## src/sv/ppid_pkg.sv

```systemverilog
`timescale 1ns / 1ps

package ppid_pkg;

  localparam int DATA_W  = 32;
  localparam int DT_W    = 24;
  localparam int MODE_W  = 2;
  localparam int CFG_IDX_W = 3;
  localparam int INT_W   = 48;
  localparam int DE_W    = 33;
  localparam int SUM_W   = 62;
  localparam int DIFF_W  = 63;
  localparam int MAG_W   = 61;
  localparam int AMAG_W  = 64;

  localparam logic [MAG_W-1:0] PROD_CAP = {1'b1, {(MAG_W-1){1'b0}}};

  localparam logic [CFG_IDX_W-1:0] CFG_GAIN_P     = 3'd0;
  localparam logic [CFG_IDX_W-1:0] CFG_GAIN_I     = 3'd1;
  localparam logic [CFG_IDX_W-1:0] CFG_GAIN_D     = 3'd2;
  localparam logic [CFG_IDX_W-1:0] CFG_GAIN_BACK  = 3'd3;
  localparam logic [CFG_IDX_W-1:0] CFG_STEP_TIME  = 3'd4;
  localparam logic [CFG_IDX_W-1:0] CFG_LIMIT_HIGH = 3'd5;
  localparam logic [CFG_IDX_W-1:0] CFG_LIMIT_LOW  = 3'd6;
  localparam logic [CFG_IDX_W-1:0] CFG_MODE       = 3'd7;

  typedef logic [2:0] op_t;

  // scaled products, in issue order
  localparam op_t OP_TP = 3'd0;  // e * dt
  localparam op_t OP_P  = 3'd1;  // (e * dt) * Kp
  localparam op_t OP_TI = 3'd2;  // integral * dt
  localparam op_t OP_I  = 3'd3;  // (integral * dt) * Ki
  localparam op_t OP_TD = 3'd4;  // (e - last e) * dt
  localparam op_t OP_D  = 3'd5;  // (...) * Kd
  localparam op_t OP_C  = 3'd6;  // (drive - sum) * Kb
  localparam op_t OP_U  = 3'd7;  // correction * dt

  typedef struct packed {
    logic clear;
    logic capture;
    logic load;
    logic save_tp;
    op_t  op;
    logic mul_lo;
    logic mul_hi;
    logic fin;
    logic acc;
    logic clamp;
    logic diff;
    logic corr;
    logic update;
    logic out_load;
  } cmd_t;

  typedef struct packed {
    logic deriv_en;
    logic back_en;
  } stat_t;

endpackage

```

## src/sv/ppid_ctrl.sv

```systemverilog
`timescale 1ns / 1ps

module ppid_ctrl (
  input  logic             clk,
  input  logic             rst_n,
  input  logic             in_tvalid,
  output logic             in_tready,
  input  logic             in_kind,
  output logic             out_tvalid,
  input  logic             out_tready,
  input  ppid_pkg::stat_t  stat,
  output ppid_pkg::cmd_t   cmd
);

  localparam logic [3:0] S_IDLE  = 4'd0;
  localparam logic [3:0] S_LOAD  = 4'd1;
  localparam logic [3:0] S_MLO   = 4'd2;
  localparam logic [3:0] S_MHI   = 4'd3;
  localparam logic [3:0] S_FIN   = 4'd4;
  localparam logic [3:0] S_ACC   = 4'd5;
  localparam logic [3:0] S_CLAMP = 4'd6;
  localparam logic [3:0] S_DIFF  = 4'd7;
  localparam logic [3:0] S_CORR  = 4'd8;
  localparam logic [3:0] S_UPD   = 4'd9;
  localparam logic [3:0] S_DONE  = 4'd10;

  logic [3:0]      state_r, state_nxt;
  ppid_pkg::op_t   op_r, op_nxt;
  logic            out_valid_r, out_valid_nxt;

  always_comb begin
    state_nxt = state_r;
    op_nxt    = op_r;
    cmd       = '0;
    cmd.op    = op_r;
    in_tready = (state_r == S_IDLE);
    case (state_r)
      S_IDLE: begin
        if (in_tvalid) begin
          if (in_kind) begin
            cmd.clear = 1'b1;
            state_nxt = S_DONE;
          end else begin
            cmd.capture = 1'b1;
            op_nxt      = ppid_pkg::OP_TP;
            state_nxt   = S_LOAD;
          end
        end
      end
      S_LOAD: begin
        cmd.load    = 1'b1;
        cmd.save_tp = (op_r == ppid_pkg::OP_P);
        state_nxt   = S_MLO;
      end
      S_MLO: begin
        cmd.mul_lo = 1'b1;
        state_nxt  = S_MHI;
      end
      S_MHI: begin
        cmd.mul_hi = 1'b1;
        state_nxt  = S_FIN;
      end
      S_FIN: begin
        cmd.fin = 1'b1;
        if (op_r inside {ppid_pkg::OP_P, ppid_pkg::OP_I, ppid_pkg::OP_D}) begin
          state_nxt = S_ACC;
        end else begin
          case (op_r)
            ppid_pkg::OP_TP: begin
              op_nxt    = ppid_pkg::OP_P;
              state_nxt = S_LOAD;
            end
            ppid_pkg::OP_TI: begin
              op_nxt    = ppid_pkg::OP_I;
              state_nxt = S_LOAD;
            end
            ppid_pkg::OP_TD: begin
              op_nxt    = ppid_pkg::OP_D;
              state_nxt = S_LOAD;
            end
            ppid_pkg::OP_C: begin
              state_nxt = S_CORR;
            end
            ppid_pkg::OP_U: begin
              state_nxt = S_UPD;
            end
            default: begin
              state_nxt = S_IDLE;
            end
          endcase
        end
      end
      S_ACC: begin
        cmd.acc = 1'b1;
        case (op_r)
          ppid_pkg::OP_P: begin
            op_nxt    = ppid_pkg::OP_TI;
            state_nxt = S_LOAD;
          end
          ppid_pkg::OP_I: begin
            if (stat.deriv_en) begin
              op_nxt    = ppid_pkg::OP_TD;
              state_nxt = S_LOAD;
            end else begin
              state_nxt = S_CLAMP;
            end
          end
          default: begin
            state_nxt = S_CLAMP;
          end
        endcase
      end
      S_CLAMP: begin
        cmd.clamp = 1'b1;
        state_nxt = stat.back_en ? S_DIFF : S_UPD;
      end
      S_DIFF: begin
        cmd.diff  = 1'b1;
        op_nxt    = ppid_pkg::OP_C;
        state_nxt = S_LOAD;
      end
      S_CORR: begin
        cmd.corr  = 1'b1;
        op_nxt    = ppid_pkg::OP_U;
        state_nxt = S_LOAD;
      end
      S_UPD: begin
        cmd.update = 1'b1;
        state_nxt  = S_DONE;
      end
      S_DONE: begin
        if (!out_valid_r || out_tready) begin
          cmd.out_load = 1'b1;
          state_nxt    = S_IDLE;
        end
      end
      default: begin
        state_nxt = S_IDLE;
      end
    endcase
  end

  always_comb begin
    out_valid_nxt = out_valid_r;
    if (cmd.out_load) begin
      out_valid_nxt = 1'b1;
    end else if (out_tready) begin
      out_valid_nxt = 1'b0;
    end
  end

  always_ff @(posedge clk) begin
    if (!rst_n) begin
      state_r     <= S_IDLE;
      op_r        <= ppid_pkg::OP_TP;
      out_valid_r <= 1'b0;
    end else begin
      state_r     <= state_nxt;
      op_r        <= op_nxt;
      out_valid_r <= out_valid_nxt;
    end
  end

  assign out_tvalid = out_valid_r;

endmodule

```

## config.mk

```make
export PLATFORM = sky130hd
export DESIGN_NAME = ppid_ctrl
export DESIGN_NICKNAME = d
export VERILOG_FILES = /design/src/sv/ppid_pkg.sv /design/src/sv/ppid_ctrl.sv
export SDC_FILE = /design/constraint.sdc
export NUM_CORES = 1
export LEC_CHECK = 0
export BUFFER_PORTS_ARGS = -buffer_cell sky130_fd_sc_hd__buf_4
export CAP_MARGIN = 40
export CORE_AREA = 5 5 44 46
export CTS_CLUSTER_DIAMETER = 60
export CTS_CLUSTER_SIZE = 28
export DETAILED_ROUTE_END_ITERATION = 10
export DIE_AREA = 0 0 49 51
export PLACE_DENSITY = 0.74
export SLEW_MARGIN = 10
export SYNTH_ARGS = -nofsm -noshare
export SYNTH_HDL_FRONTEND = slang
export SYNTH_SLANG_ARGS = --single-unit
```

## constraint.sdc

```tcl
create_clock -name clk -period 4.3 [get_ports clk]
set_clock_uncertainty 0.05 [all_clocks]
set_input_delay 0.43 -clock clk [delete_from_list [all_inputs] [get_ports clk]]
set_output_delay 0.43 -clock clk [all_outputs]
set_load 0.005 [all_outputs]
```

* After elaboration in Yosys (flattened, before gate mapping)
Index checks and enable logic that the tools add are counted. Widths: inputs -> output; s select.
Storage, ports and cells: input bits 7, logic and storage cells 71, register bits after elaboration 8, output and inout port bits 18
Operators by class: mux-type cells 33, reductions and logical operators 11, equality and inequality tests 24
Operators with widths (number):
- $pmux 4 s10 | 1
- $mux 4 | 5
- $eq 4x3->1 const B | 4
- $mux 3 | 5
- $pmux 3 s5 | 1
- $mux 1 | 14
- $eq 3x3->1 const B | 4
- $eq 4x4->1 const B | 3
- $pmux 4 s3 | 1
- $pmux 3 s3 | 1
- $eq 4x2->1 const B | 2
- $ne 2x2->1 const B | 4
- $pmux 4 s2 | 1
- $reduce_and 7->1 | 1
- $eq 3x2->1 const B | 2
- $mux 2 | 3
- $ne 3x3->1 const B | 2
- $pmux 3 s2 | 1
- $reduce_bool 5->1 | 1
- $eq 4x1->1 const B | 1
- $logic_not 4->1 | 1
- $ne 4x1->1 const B | 1
- $eq 3x1->1 const B | 1
- $logic_not 3->1 | 1
- other kinds (7) | 7

* Logic depth before layout (Yosys ltp)
Gate-level depths: netlist of the first run.
word-level depth 5, gate-level depth with buffers 7, mapped depth without buffers 5

* Worst setup path after synthesis of the first run
OpenSTA, ideal clock, no wires.
path type register to output, from reg state_r[0], to out cmd[15] in the netlist's numbering, slack 2.608 ns, required time 3.820 ns, arrival time 1.212 ns, path buffers 2, stages on the path, launching flop included 6, cell sequence dfxtp_1 -> buf_6 -> or2_1 -> buf_6 -> nor3_1 -> and3_1
RTL lines:
- start, declared | line ppid_ctrl.sv:27 | logic [3:0] state_r, state_nxt;
- start signal, assigned | line ppid_ctrl.sv:158 | state_r <= state_nxt;
- end, declared | line ppid_ctrl.sv:12 | output ppid_pkg::cmd_t cmd

==> qor.csv, run 1 <==
metric;value;unit
synth_cells;95;
drc;0;
grtUsageTotal;15.6;%
fin_util;59.5;%
grt_overflow;0;
synthArstFlopShare;0;%
period_share;48.8;%
yosysUniqueCellTypes;39;
io-pin-count;25;
antenna_found_initial;0;
synthMuxAreaShare;1.42;%
die_area;2500;µm²
synth-xor-area-share;0;%
post-synth-top-area-fraction;22.8;%
worstSetupPathType;flop to primary output;
diodes;0;
tightestPinTransition;0.550;ns
synth_top_family_by_area;simple AND/OR/NAND/NOR gates;
nets;123;
cts_resized;0;
rsz0062_at_grt;no;
grt_pass1_wl;3.07;mm
drt_wl_total;1.74;mm
timing.fmax;477;MHz
cp_data_arrival_time;1.62;ns
root_buffer;clkbuf_4;
power;0.000316;W
fin_ws;2.20;ns
slew_viol_final;0;
drt-vias-per-instance;5.68;
cts_hold_buffers;0;
final_cell_area;876;µm²
routedWlPerCell;13.4;µm
fin_setup_tns;0;ns
grt_pass1_vias;663;
port-buffer-count;24;
yosysWarnings;0;
firstDrtPassIters;4;
synthesis.nets;102;
setup_viol;0;
placementRows;14;
dr.first_iter.drc_count;9;
regToRegSetupSlack;2.58;ns
placed_area;853;µm²
hpwl;1.37;mm
die_w;49;µm
grt_max_degree;19;
layout-drive-gt1-share;28.9;%
yosys.area_share.simple;37.7;%
pre_cts_ws;2.47;ns
start_util;47.8;%
vdd_drop_max;0.229;mV
clk_latency;0.25;ns
num_vias;738;
status;finished clean;
synth-main-ff-cell;dfxtp_1;
hold_violations;0;
slew_headroom;63.3;%
power_density;361;nW/µm²
path_clk_slew;0.05;ns
maxCapViolCount;0;
mostFrequentLayoutCell;buf_4;
synth.avg_cell_area;7.40;µm²
yosysSeqAreaShare;22.8;%
core-area;1470;µm²
required;3.82;ns
cts_tree;yes;
ant_nets;0;
synthToLayoutAreaGrowth;24.6;%
endpoint_kind;primary output;
critPathMaxFanout;9;
synth-edff-count;0;
synth_compound_area_share;29.4;%
min_path_cells;2;
synthTopCellsByArea;dfxtp_1 23%, nor2_1 5.9%, nor3_1 5.0%, nor2b_1 4.4%, nand2_1 4.3%;
finalCriticalPeriod;2.10;ns
yosys_register_bits;8;
clk_path_buf_depth;2;
cts.sinks;8;
die_y;51;µm
post_cts_buffers;0;
numCtsBuffers;3;
reg2reg_depth;5;
yosysTopAreaCell;dfxtp_1;
netlist_area;703;µm²
place_congestion;0.888;
critPathLaunchType;flop;
min_path_type;input pin to flop;
synthAdderAreaFrac;0;%
final_cell_mix;24 x buf_4, 11 x nor2_1, 8 x nand2_1, 8 x dfxtp_1, 7 x nor3_1;
leakage;0.378;nW
htreeDepth;1;
==> report_power, final <==
part	total, W	switching, W	internal (W)	leakage [nW]
clock network	0.0000552	0.0000234	0.0000318	0.0138
registers	0.000114	0.0000272	0.0000863	0.0654
logic	0.000147	0.0000741	0.0000734	0.299
total	0.000316	0.000125	0.000192	0.378
==> registers in the layout, summed over array words and instances, names as in the netlist <==
register and flops:
state_r 4, out_tvalid 1, op_r 3
==> path summary, 6_finish.rpt <==
| check | from | endpoint |
|---|---|---|
| setup / recovery | state_r[0] | cmd[12] |
| hold / removal | rst_n | out_tvalid |
| setup reg to reg | state_r[2] | op_r[1] |
| hold reg to reg | out_tvalid | state_r[3] |
==> per-layer routing <==
metal	wire length [µm]	global-route usage, %
met5	0	0
met4	19	10.8
met3	89	4.65
met2	834	23.3
met1	800	19.4
==> logic make-up after synthesis <==
logic type	count (synthesis)
muxes	1
and+or+nand+nor	47
DFF	8
buffers and inverters	11
AOI/OAI and AO/OA	28
==> final cells by class <==
type / instances / area, µm²
clock buffer: 3 / 22.5
fill: 142 / 596
inverter: 3 / 11.3
multi-input combinational: 76 / 482
sequential: 8 / 160
tap: 16 / 20.0
timing repair buffer: 24 / 180
==> cell usage after synthesis, types with 2 or more instances <==
| library cell | number |
|---|---|
| o21a_1 | 3 |
| nor3_1 | 7 |
| o21ai_0 | 5 |
| nor2b_1 | 5 |
| a21boi_0 | 2 |
| and3_1 | 2 |
| buf_6 | 2 |
| clkbuf_1 | 2 |
| nor2_1 | 11 |
| nand2b_1 | 2 |
| nand3_1 | 3 |
| buf_1 | 2 |
| nand2_1 | 8 |
| a21oi_1 | 5 |
| inv_1 | 3 |
| dfxtp_1 | 8 |
| a31oi_1 | 3 |
==> critical path, cell delays in order, from the launching register on <==
cell and delay [ns]:
dfxtp_1 0.47, or2b_1 0.30, nor3_1 0.24, nor3b_1 0.22, buf_4 0.14
==> through the flow <==
step / hold slack [ns] / instances
global route: 0.404 / 130
global placement: 0.569 / 127
finish: 0.412 / 130
floorplan: 0.528 / 95
detailed placement: 0.560 / 127
CTS: 0.393 / 130
No activity file was read; power rests on OpenSTA's default activity.
==> run 2: changes to the inputs <==
CORE_AREA = 5 5 47 49   (was 5 5 44 46)
DIE_AREA = 0 0 52 54   (was 0 0 49 51)
PLACE_DENSITY = 0.67   (was 0.74)
clock period = 1.8 ns   (was 4.3 ns; I/O delays follow)
==> run 2 against run 1 <==
Final area up 4.9%. Critical endpoint is now cmd[0]. Clock power grew 150%. Via count grew 1.6%. Critical path depth down 1. Setup slack lost 2.1 ns. Highest routed layer unchanged. Flip-flop and latch count unchanged. Global-route usage is 1.8 points lower. Non-clock buffer count increased by 2. Routed wire length is 5.1% higher. Largest cell class unchanged. First-iteration DRC count grew 44%. Sequential power rose by 130%. Combinational power grew to 2.6 times the previous value. Largest power group unchanged.
==> qor.csv, run 2 (same netlist as run 1, synthesis figures left out) <==
metric;value;unit
gr-usage-met2;23.6;%
htreeDepth;1;
regToRegSetupSlack;0.17;ns
die_area;2810;µm²
slew_headroom;71.4;%
hpwl;1.42;mm
clk_latency;0.25;ns
start_util;38.6;%
diodes;0;
cts.sinks;8;
endpoint_kind;primary output;
critPathMaxStageDelay;0.44;ns
root_buffer;clkbuf_4;
period_share;92.5;%
finalCriticalPeriod;1.67;ns
numCtsBuffers;3;
cp_data_arrival_time;1.44;ns
port-buffer-count;24;
cts_tree;yes;
critPathMaxFanout;9;
tightestPinTransition;0.429;ns
min_path_type;input pin to flop;
rr_endpoint;op_r[1];
place_congestion;0.835;
worstHoldStart;rst_n;
final_cell_mix;26 x buf_4, 11 x nor2_1, 8 x nand2_1, 7 x dfxtp_1;
hold_ws;0.152;ns
hold_violations;0;
clk_path_buf_depth;2;
synthToLayoutAreaGrowth;30.6;%
fin_setup_tns;0;ns
slew_viol_final;0;
use_met3;3.05;%
placementRows;16;
nets;125;
power_density;860;nW/µm²
rsz0062_at_grt;no;
setup_viol;0;
fin_ws;0.135;ns
drt-vias-per-instance;5.24;
routedWlPerCell;12.8;µm
largest_register;state_r;
grtUsageTotal;13.9;%
timing.fmax;600;MHz
grt_pass1_wl;2.99;mm
pre_cts_ws;0.133;ns
leakage;0.396;nW
mostFrequentLayoutCell;buf_4;
holdPathEnd;out_tvalid;
die_y;54;µm
dr.first_iter.drc_count;13;
worstSetupPathType;flop to primary output;
layout-drive-gt1-share;33.6;%
grt_pass1_vias;731;
grtUsageMet1;16.9;%
critPathLaunchType;flop;
cp_slowest_cell;dfxtp_1;
r2r-start;state_r[2];
ant_nets;0;
min_path_cells;2;
largest_reg_flops;4;
drc;0;
firstDrtPassIters;3;
die_w;52;µm
cts_hold_buffers;0;
grt_overflow;0;
core-area;1820;µm²
drt_wl_total;1.83;mm
grt_busiest_layer;met2;
maxCapViolCount;0;
vdd_drop_max;0.410;mV
num_vias;750;
worstPathCellList;or2b_2 -> nor3_1 -> buf_4;
status;finished clean;
antenna_found_initial;0;
reg2reg_depth;5;
io-pin-count;25;
required;1.57;ns
path_clk_slew;0.05;ns
grt_max_degree;13;
## run 2: power by group
group / total (W) / internal (W) / switching [W]
combinational: 0.000389 / 0.000192 / 0.000196
sequential: 0.000263 / 0.000207 / 0.0000556
clock: 0.000138 / 0.0000764 / 0.0000618
## run 2: worst max-delay path, delay by kind of cell, from the launching register on
family / cells / cell delay [ns]
buffers and inverters: 1 / 0.13
and+or+nand+nor: 2 / 0.61
DFF: 1 / 0.44
## run 2: repair_timing
action	4_1_cts	5_1_grt
pin swaps	0	0
setup endpoints to repair	2	5
resized for setup	1	3
setup buffers	0	0
## run 2: worst max path at each step
stage	startpoint	endpoint	slack, ns	cells past startpoint
2_1_floorplan	state_r[0]	op_r[1]	0.29	7
3_3_place_gp	state_r[0]	op_r[0]	0.19	5
3_5_place_dp	state_r[0]	op_r[0]	0.13	5
4_1_cts	state_r[0]	cmd[12]	0.01	4
5_1_grt	state_r[0]	cmd[12]	0.04	4
6_report	state_r[1]	cmd[0]	0.13	3
## run 2: per-layer routing
layer	vias up	share of wire (%)
met5	-	0
met4	0	2.2
met3	7	5.4
met2	23	48
met1	337	45
li1	383	-
## run 2: final cells by class
class	count	area [µm²]
fillers	194	903
multi-input cells	76	494
repair buffers	26	195
flip-flops and latches	8	161
well taps	27	33.8
clock buffers	3	22.5
inverters	3	11.3
## run 2: per-stage QoR
| step | power, W | cell area (µm²) | util, % | instances |
|---|---|---|---|---|
| global placement | 0.000630 | 882 | 48.4 | 140 |
| finish | 0.000790 | 918 | 50.4 | 143 |
| global route | 0.000853 | 918 | 50.4 | 143 |
| floorplan | 0.000527 | 703 | - | 95 |
| detailed placement | 0.000635 | 882 | 48.4 | 140 |
| CTS | 0.000778 | 910 | 49.9 | 143 |
